$ cat src/sv/qvt_pkg.sv
// Package for the quaternion vertex transform: word types, config layout,
// shift amounts and pipeline control struct. No dependencies.
`default_nettype none

package qvt_pkg;

  localparam int STAGES = 5;

  // Fraction shifts of the fixed-point steps
  localparam int DOT_SHIFT = 14;  // Q1.14 * Q16.16 -> Q16.16
  localparam int ROT_SHIFT = 13;  // doubled term, then Q1.14 drop
  localparam int K_SHIFT   = 28;  // Q2.28 * Q16.16 -> Q16.16

  // Widths of the intermediates
  localparam int PROD_W  = 48;  // Q1.14 x Q16.16
  localparam int DOTS_W  = 50;  // sum of three products
  localparam int CRD_W   = 49;  // difference of two products
  localparam int DOT_W   = DOTS_W - DOT_SHIFT;  // 36
  localparam int CR_W    = CRD_W - DOT_SHIFT;   // 35
  localparam int SQ_W    = 32;
  localparam int K_W     = 33;
  localparam int DU_W    = DOT_W + 16;          // 52
  localparam int KP_W    = 64;
  localparam int SC_W    = CR_W + 16;           // 51
  localparam int R_W     = 41;
  localparam int T_W     = 42;

  typedef enum logic [2:0] {
    REG_ROT_W   = 3'd0,
    REG_ROT_X   = 3'd1,
    REG_ROT_Y   = 3'd2,
    REG_ROT_Z   = 3'd3,
    REG_SHIFT_X = 3'd4,
    REG_SHIFT_Y = 3'd5,
    REG_SHIFT_Z = 3'd6
  } cfg_reg_t;

  localparam logic signed [15:0] ROT_W_RESET = 16'sd16384;

  typedef struct packed {
    logic signed [15:0] rot_w;
    logic signed [15:0] rot_x;
    logic signed [15:0] rot_y;
    logic signed [15:0] rot_z;
    logic signed [31:0] shift_x;
    logic signed [31:0] shift_y;
    logic signed [31:0] shift_z;
  } cfg_t;

  typedef struct packed {
    logic signed [31:0] pos_x;
    logic signed [31:0] pos_y;
    logic signed [31:0] pos_z;
    logic               last_vertex;
  } in_word_t;

  typedef struct packed {
    logic signed [31:0] out_x;
    logic signed [31:0] out_y;
    logic signed [31:0] out_z;
    logic               out_last;
  } out_word_t;

  // Front half to back half: stage-two results
  typedef struct packed {
    logic signed [DOT_W-1:0] dot;
    logic signed [K_W-1:0]   k;
    logic signed [CR_W-1:0]  cr_x;
    logic signed [CR_W-1:0]  cr_y;
    logic signed [CR_W-1:0]  cr_z;
    logic signed [31:0]      pos_x;
    logic signed [31:0]      pos_y;
    logic signed [31:0]      pos_z;
    logic                    last;
  } mid_t;

  // Load enables, bit i loads stage i+1
  typedef struct packed {
    logic [STAGES-1:0] en;
  } ctrl_t;

endpackage

`default_nettype wire

$ cat src/sv/qvt_cfg_regs.sv
// Configuration registers of the quaternion vertex transform.
// Depends on qvt_pkg for the register index codes and the cfg_t layout.
`default_nettype none

module qvt_cfg_regs (
  input  wire logic          clk,
  input  wire logic          rst,
  input  wire logic          cfg_valid,
  output      logic          cfg_ready,
  input  wire logic [2:0]    cfg_index,
  input  wire logic [31:0]   cfg_data,
  output      qvt_pkg::cfg_t cfg
);

  assign cfg_ready = 1'b1;

  always_ff @(posedge clk) begin
    if (rst) begin
      cfg.rot_w   <= qvt_pkg::ROT_W_RESET;
      cfg.rot_x   <= '0;
      cfg.rot_y   <= '0;
      cfg.rot_z   <= '0;
      cfg.shift_x <= '0;
      cfg.shift_y <= '0;
      cfg.shift_z <= '0;
    end else if (cfg_valid && cfg_ready) begin
      unique case (qvt_pkg::cfg_reg_t'(cfg_index))
        qvt_pkg::REG_ROT_W:   cfg.rot_w   <= cfg_data[15:0];
        qvt_pkg::REG_ROT_X:   cfg.rot_x   <= cfg_data[15:0];
        qvt_pkg::REG_ROT_Y:   cfg.rot_y   <= cfg_data[15:0];
        qvt_pkg::REG_ROT_Z:   cfg.rot_z   <= cfg_data[15:0];
        qvt_pkg::REG_SHIFT_X: cfg.shift_x <= cfg_data;
        qvt_pkg::REG_SHIFT_Y: cfg.shift_y <= cfg_data;
        qvt_pkg::REG_SHIFT_Z: cfg.shift_z <= cfg_data;
        default: ;  // drop writes past the register list
      endcase
    end
  end

endmodule

`default_nettype wire

$ cat config.mk
export PLATFORM = sky130hd
export DESIGN_NAME = qvt_cfg_regs
export DESIGN_NICKNAME = d
export VERILOG_FILES = /design/src/sv/qvt_pkg.sv /design/src/sv/qvt_cfg_regs.sv
export SDC_FILE = /design/constraint.sdc
export NUM_CORES = 1
export LEC_CHECK = 0
export BUFFER_PORTS_ARGS = -buffer_cell sky130_fd_sc_hd__buf_2
export CORE_MARGIN = 2
export CORE_UTILIZATION = 55
export DETAILED_ROUTE_END_ITERATION = 12
export PLACE_DENSITY = 0.85
export SLEW_MARGIN = 0
export SYNTH_ARGS = -nofsm -noshare
export SYNTH_HDL_FRONTEND = slang
export SYNTH_SLANG_ARGS = --single-unit
export TNS_END_PERCENT = 1
$ cat constraint.sdc
create_clock -name clk -period 3 [get_ports clk]
set_input_delay 0.6 -clock clk [delete_from_list [all_inputs] [get_ports clk]]
set_output_delay 0.6 -clock clk [all_outputs]
set_load 0.1 [all_outputs]
==> metrics <==
GRT met1 Usage=29.0%; worst r2r dst=cfg[85]; Crit. Startpoint=cfg[21]; Top reg by flops=cfg; Sum Neg Setup Slack=0 ns; die height=111 microns; max-cap violations=0; Slew Viols, Final=0; worst r2r src=cfg[85]; CTS clk-pin slew, worst paths=0.06 ns; drt wl/cell=17.2 microns; number of post-CTS setup repair buffers=0; Largest register FFs=160; hold_ws=0.469 ns; Vias/cell=5.13; Worst R2R Path Depth=2; YS warnings=0; initial core utilization=55.9%; gr usage total=25.4%; met2 Resource Use GR=43.9%; FF/Latch Area=3200 sq um; Buffers & Inverters on Critical Path=1; Top FF cell, synth=dfxtp_1; root buffer cell=clkbuf_16; Max IR drop VDD=366 uV; post-synthesis sequential area ratio=50.6%; hold depth=2; Finished Layout Cells=908; FP Rows=39; Final Wtd Congestion=0.784; flop-to-flop setup slack=2.26 ns; fill cell count=831; cell chain of the critical path=buf_2; Slowest-stage cell, CP=buf_2; Vias=4658; CP Capture Type=output port; syn avg cell area=11.2 sq um; CTS tree=built; crit-path max cell delay=0.45 ns; CTS Buf Count=17; Worst Path Required=2.40 ns; clk buf depth=2; Post-synth EDFFs=0; Hold EP=cfg[144]; placeable core area=11300 sq um; first-pass GRT wire length=25000 microns; fraction of layout cells with a size suffix above 1=31.5%; area of the multi-input gates=2930 sq um; critical path peak fanout=2; Final period util=61.5%; commonest cells in the netlist=nand2b_1, dfxtp_1, mux2i_1; most common cell in the netlist=nand2b_1; Top Family by Delay on Critical Path=buffers and inverters; DIE WIDTH=111 microns; grt ovf=0; Seq cells post-synth=160; Max H-tree Level=4; Clk Latency, worst-skew pair=0.41 ns; Routed Wire Length=15600 microns; leakage=4.26 nW; Final Setup Violations=0; gr busiest metal=met2; f_max=542 MHz; startpoint types=flop; Synth area leader=dfxtp_1; type of the worst setup path=flop to output port; vias in the first global route=4879; Post-synth ARST share=0%; status=finished, final reports clean; Synth top area share=50.6%; Syn Std Cell Area=6320 sq um; Layout area overhead=26.9%; 1st-pass router iterations=4; Relative slew margins=45.5%; biggest regs=cfg x160; ANT nets after route=0; min cycle time layout=1.85 ns; CTS Hold Bufs=0; P per Cell Area=622 nW/um^2; count of cell types in the netlist=14; HP Start=cfg[144]; RSZ-0062 raised after global routing=no; DR iter-0 viols=236; largest net degree at the start of global routing=69; dpl cells=875; Slew @ Worst Pin=0.807 ns; post-DP HPWL=10800 microns; Nets=789; initial antenna violation count=1; Worst Clk Skew=0 ns; Synth Net Count=605; Residual DRC=0; Hold Path Class=flop to flop; Clock Sinks=160; die area=12400 sq um; top cells by area, synth=dfxtp_1, mux2i_1, nand2b_1; num ports=199; met3 usage=7.11%; Final Hold Vio Count=0; I/O Buffers=197; Post-CTS Resized=0; Mapped Cells=567; WP data arrival=1.25 ns
## cell usage in the layout, fill, tap and decap left out
cell	count
nor4bb_4	2
nor2_1	2
clkinvlp_4	4
buf_12	3
nand4bb_1	2
or4b_4	1
buf_2	196
clkbuf_16	17
buf_4	10
conb_1	1
clkbuf_1	3
bufinv_16	2
diode_2	1
clkinv_2	1
nand4b_1	3
nand2b_1	191
dfxtp_1	160
clkbuf_8	4
mux2i_1	160
clkinv_4	1
nor4b_1	1
## routing by layer
layer	routed length (microns)	up-vias	part of all wire (%)
met3	893	36	5.7
met5	0	-	0
met1	6460	2228	41
li1	-	2242	-
met4	450	0	2.9
met2	7820	152	50
## cell type report
| cell class | instances | share of cell area (%) |
|---|---|---|
| sequential | 160 | 39.9 |
| multi-input combinational | 363 | 36.5 |
| timing repair buffer | 209 | 13.9 |
| clock buffer | 24 | 6.13 |
| tap | 143 | 2.23 |
| clock inverter | 8 | 1.29 |
| antenna | 1 | 0.0312 |
## logic make-up (layout without fill, tap and decap cells)
family | Yosys count | in the layout | share of synthesized area, %
buffers and inverters | 44 | 241 | 3.52
DFF | 160 | 160 | 50.6
muxes | 160 | 160 | 25.3
other | 1 | 2 | 0.0593
and+or+nand+nor | 202 | 202 | 20.5
## through the flow
step / power, W / cell area, sq um / worst slack, ns / util (%)
after floorplan: 0.00276 / 6320 / 1.24 / -
after global placement: 0.00288 / 7430 / 1.01 / 65.6
after detailed placement: 0.00289 / 7430 / 0.872 / 65.6
after CTS: 0.00502 / 8020 / 1.16 / 70.9
after global routing: 0.00513 / 8020 / 1.10 / 70.9
final: 0.00500 / 8030 / 1.15 / 70.9
## how the worst max path moves through the flow
stage                    end  cells after the start  slack, ns
floorplan           cfg[159]                      5       1.24
global placement     cfg[93]                      4       1.01
detailed placement   cfg[88]                      4       0.87
CTS                  cfg[81]                      1       1.16
global route         cfg[85]                      4       1.10
finish               cfg[21]                      1       1.15
## power breakdown
part           internal (W)  total (W)  leakage [nW]  switching [W]
registers           0.00217    0.00220          1.29      0.0000262
logic              0.000150   0.000643          2.69       0.000493
clock network       0.00131    0.00215         0.279       0.000840
total               0.00364    0.00500          4.26        0.00136
Note: power is estimated with default switching activity, not from simulation.
