[config.mk]
export PLATFORM = sky130hd
export DESIGN_NAME = qvt_ctrl
export DESIGN_NICKNAME = d
export VERILOG_FILES = /design/src/sv/qvt_pkg.sv /design/src/sv/qvt_ctrl.sv
export SDC_FILE = /design/constraint.sdc
export NUM_CORES = 1
export LEC_CHECK = 0
export BUFFER_PORTS_ARGS = -buffer_cell sky130_fd_sc_hd__buf_4
export CAP_MARGIN = 15
export CELL_PAD_IN_SITES_DETAIL_PLACEMENT = 2
export CELL_PAD_IN_SITES_GLOBAL_PLACEMENT = 2
export CORE_AREA = 10 10 47 49
export DETAILED_ROUTE_END_ITERATION = 8
export DIE_AREA = 0 0 57 59
export GPL_ROUTABILITY_DRIVEN = 0
export GPL_TIMING_DRIVEN = 0
export PLACE_DENSITY = 0.6
export SLEW_MARGIN = 20
export SYNTH_ARGS = -nofsm -noshare
export SYNTH_HDL_FRONTEND = slang
export SYNTH_SLANG_ARGS = --single-unit
[constraint.sdc]
create_clock -name clk -period 1 [get_ports clk]
set_input_delay 0.15 -clock clk [delete_from_list [all_inputs] [get_ports clk]]
set_output_delay 0.15 -clock clk [all_outputs]
set_load 0.01 [all_outputs]
[src/sv/qvt_pkg.sv]
// Package for the quaternion vertex transform: word types, config layout,
// shift amounts and pipeline control struct. No dependencies.
`default_nettype none

package qvt_pkg;

  localparam int STAGES = 5;

  // Fraction shifts of the fixed-point steps
  localparam int DOT_SHIFT = 14;  // Q1.14 * Q16.16 -> Q16.16
  localparam int ROT_SHIFT = 13;  // doubled term, then Q1.14 drop
  localparam int K_SHIFT   = 28;  // Q2.28 * Q16.16 -> Q16.16

  // Widths of the intermediates
  localparam int PROD_W  = 48;  // Q1.14 x Q16.16
  localparam int DOTS_W  = 50;  // sum of three products
  localparam int CRD_W   = 49;  // difference of two products
  localparam int DOT_W   = DOTS_W - DOT_SHIFT;  // 36
  localparam int CR_W    = CRD_W - DOT_SHIFT;   // 35
  localparam int SQ_W    = 32;
  localparam int K_W     = 33;
  localparam int DU_W    = DOT_W + 16;          // 52
  localparam int KP_W    = 64;
  localparam int SC_W    = CR_W + 16;           // 51
  localparam int R_W     = 41;
  localparam int T_W     = 42;

  typedef enum logic [2:0] {
    REG_ROT_W   = 3'd0,
    REG_ROT_X   = 3'd1,
    REG_ROT_Y   = 3'd2,
    REG_ROT_Z   = 3'd3,
    REG_SHIFT_X = 3'd4,
    REG_SHIFT_Y = 3'd5,
    REG_SHIFT_Z = 3'd6
  } cfg_reg_t;

  localparam logic signed [15:0] ROT_W_RESET = 16'sd16384;

  typedef struct packed {
    logic signed [15:0] rot_w;
    logic signed [15:0] rot_x;
    logic signed [15:0] rot_y;
    logic signed [15:0] rot_z;
    logic signed [31:0] shift_x;
    logic signed [31:0] shift_y;
    logic signed [31:0] shift_z;
  } cfg_t;

  typedef struct packed {
    logic signed [31:0] pos_x;
    logic signed [31:0] pos_y;
    logic signed [31:0] pos_z;
    logic               last_vertex;
  } in_word_t;

  typedef struct packed {
    logic signed [31:0] out_x;
    logic signed [31:0] out_y;
    logic signed [31:0] out_z;
    logic               out_last;
  } out_word_t;

  // Front half to back half: stage-two results
  typedef struct packed {
    logic signed [DOT_W-1:0] dot;
    logic signed [K_W-1:0]   k;
    logic signed [CR_W-1:0]  cr_x;
    logic signed [CR_W-1:0]  cr_y;
    logic signed [CR_W-1:0]  cr_z;
    logic signed [31:0]      pos_x;
    logic signed [31:0]      pos_y;
    logic signed [31:0]      pos_z;
    logic                    last;
  } mid_t;

  // Load enables, bit i loads stage i+1
  typedef struct packed {
    logic [STAGES-1:0] en;
  } ctrl_t;

endpackage

`default_nettype wire

[src/sv/qvt_ctrl.sv]
// Valid bits and load enables of the five-stage transform pipeline.
// Depends on qvt_pkg for STAGES and ctrl_t.
`default_nettype none

module qvt_ctrl (
  input  wire logic           clk,
  input  wire logic           rst,
  input  wire logic           in_valid,
  output      logic           in_stall,
  output      logic           out_valid,
  input  wire logic           out_stall,
  output      qvt_pkg::ctrl_t ctrl
);

  localparam int N = qvt_pkg::STAGES;

  logic [N-1:0] valid;
  logic [N-1:0] en;

  // A stage loads when it is empty or its word moves on
  always_comb begin
    en[N-1] = !valid[N-1] || !out_stall;
    for (int i = N - 2; i >= 0; i--) begin
      en[i] = !valid[i] || en[i+1];
    end
  end

  always_ff @(posedge clk) begin
    if (rst) begin
      valid <= '0;
    end else begin
      if (en[0]) begin
        valid[0] <= in_valid;
      end
      for (int i = 1; i < N; i++) begin
        if (en[i]) begin
          valid[i] <= valid[i-1];
        end
      end
    end
  end

  assign ctrl.en   = en;
  assign in_stall  = !en[0];
  assign out_valid = valid[N-1];

  a_stall_only_when_full: assert property (@(posedge clk) disable iff (rst)
    in_stall |-> (&valid && out_stall))
    else $error("input stalled with a bubble in the pipeline");

  a_accept_enters: assert property (@(posedge clk) disable iff (rst)
    in_valid && !in_stall |=> valid[0])
    else $error("accepted word did not enter stage one");

  a_last_stage_fills: assert property (@(posedge clk) disable iff (rst)
    valid[N-2] && en[N-1] |=> out_valid)
    else $error("word lost between last two stages");

  a_no_loss_on_stall: assert property (@(posedge clk) disable iff (rst)
    out_valid && out_stall |=> out_valid)
    else $error("stalled word dropped from the last stage");

endmodule

`default_nettype wire

==> results.toml <==
[run_status]
status = "complete, but fails checks"
violations = "setup timing"

[sta]
timing.final.hold_violations = 0
period_needed_ns = 1.19
clock.fmax_mhz = 837
rsz0062_at_grt = "true"
setup_viol = 9
period_share = 1.19
postLayoutSetupSlackWorst_ns = -0.195
worst_pin_slew_ns = 0.182
drv_slew = 0
relSlewSlack = 0.879
tns_ns = -0.967
fin_skew_ns = 0.000827

[cts]
cts_num_sinks = 5
cts_buffer_depth = 2
cts_tree = "built"
htreeDepth = 1
clock-root-buffer = "clkbuf_4"
cts_buffers = 3
cts_hold_buf = 0
path_clk_slew_ns = 0.04
clock_latency_ns = 0.23

[global_routing]
grt_pass1_wl_um = 1300
grt_usage = 0.0496
gr-usage-met3 = 0.0150
antenna_found_initial = 0
grt_use_met2 = 0.104
grt_max_degree = 8
grt_pass1_vias = 281
grt_busiest_layer = "met2"
met1_usage = 0.0378
grt-ovfl-total = 0

[drt]
via_count = 235
drtAntennaViolNets = 0
drc = 0
dr.pass1.iters = 1
wl_per_cell_um = 13.5
routed_wl_um = 796
drt-initial-drc-count = 0
vias_per_cell = 3.98

[cells_and_area]
top_register = "valid"
drive_above_1_share = 0.721
largest_registers = "valid (5)"
largest_reg_flops = 5
fin_util = 0.327
layout_commonest_cell = "buf_6"
n_antenna_cell = 0
final_area_sq_um = 458
syn2layout_area_growth_pct = 122
final_cell_mix = "buf_6 (9), buf_4 (7), clkbuf_4 (3), dfxtp_2 (3)"
final_nets = 48

[synthesis]
syn_avg_cell_area_sq_um = 8.98
synth_nets = 27
ys_types = 10
yosysTopAreaCellShare = 0.485
ys_ff_latch = 5
synth_top_area_cell = "dfxtp_1"
ys_warn_count = 0
syn_area_sq_um = 206
synth_seq_area_share = 0.485
synth_area_leaders = "dfxtp_1 (48%), o31ai_2 (12%), a21oi_1 (7.3%)"
netlist_instances = 23

[worst_setup_path]
path_cells = "and4_4, inv_6, nor2_4, buf_6"
worstPathArrival_ns = 1.04
slowest_delay_ns = 0.32
crit_path_end_kind = "primary output"
critPathKind = "reg2out"
slowest_stage = "dfxtp_2"
cp.depth = 4
startpoint_type = "flip-flop"
rr_worst_depth = 5
critPathTopFamily = "simple AND/OR/NAND/NOR gates"
critPathMaxFanout = 4
worst-path-buf-inv = 2
worstPathRequired_ns = 0.85

[flow_run]
maxCapViolations = 0

[floorplan]
rows = 14
die-area_sq_um = 3360
ioPinCount = 11
die_h_um = 59
core_area_sq_um = 1400
start_util = 0.147
dieWidth_um = 57

[pwr]
p_leak_uw = 0.000181
total_power_uw = 475
power_density_nw_per_um2 = 1040
vdd_drop_max_mv = 0.518

[placed_design]
place_hpwl_um = 551
placed_area_sq_um = 305
port_buffers = 10
dpl_worst_slack_ns = -0.0179

[min_path]
worstHoldPathType = "in2reg"
hold_depth = 2
per-stage QoR:
stage	std cells	hold slack, ns
5_1_grt	59	0.137
3_3_place_gp	49	0.366
4_1_cts	60	0.115
3_5_place_dp	49	0.384
2_1_floorplan	23	0.215
6_report	59	0.129
metal layers:
layer	vias to the layer above	wire length, um
met4	0	0
met2	2	516
li1	117	-
met1	116	247
met3	0	31
met5	-	0
power by group:
group | leakage (uW) | switching, uW | total [uW] | internal [uW]
clock | 0.0000150 | 73.7 | 224 | 150
sequential | 0.0000423 | 5.48 | 212 | 207
combinational | 0.000124 | 20.9 | 38.9 | 18.0
area by class of cell:
cell class,instances,area (sq um)
clock buffers,4,26.3
flip-flops and latches,5,104
repair buffers,16,154
fillers,162,943
well taps,16,20.0
inverters,3,16.3
multi-input cells,15,138
kinds of logic (layout without fill, tap and decap cells):
logic type             after synthesis  after routing  synth area share
AO/OA/AOI/OAI                        5              5             0.194
flip-flops                           5              5             0.485
buffers and inverters                3             23            0.0667
AND/OR/NAND/NOR                     10             10             0.255
timing repair:
action,CTS,global route
resized for setup,15,6
setup buffers,7,2
pin swaps,4,3
setup endpoints to repair,5,10
cell usage after synthesis:
cell and instances:
a21oi_1 3, and4_4 1, dfxtp_1 5, inv_1 2
inv_4 1, nand2_1 3, nand2b_1 2, nand3_1 2
nor2_1 2, o31ai_2 2
worst reg2reg max path: stages (launching register included):
cell	delay, ns
dfxtp_2	0.32
and4_4	0.26
inv_6	0.05
buf_6	0.11
buf_6	0.11
o31ai_2	0.20
path summary, 6_finish.rpt:
check	from	end	slack [ns]
worst max register to register	valid[3]$_SDFFE_PP0P_	valid[0]$_SDFFE_PP0P_	-0.14
worst min-delay path	rst	valid[2]$_SDFFE_PP0P_	0.13
worst min register to register	valid[2]$_SDFFE_PP0P_	valid[3]$_SDFFE_PP0P_	0.45
worst max-delay path	valid[3]$_SDFFE_PP0P_	in_stall	-0.19
Note: power is estimated with default switching activity, not from simulation.
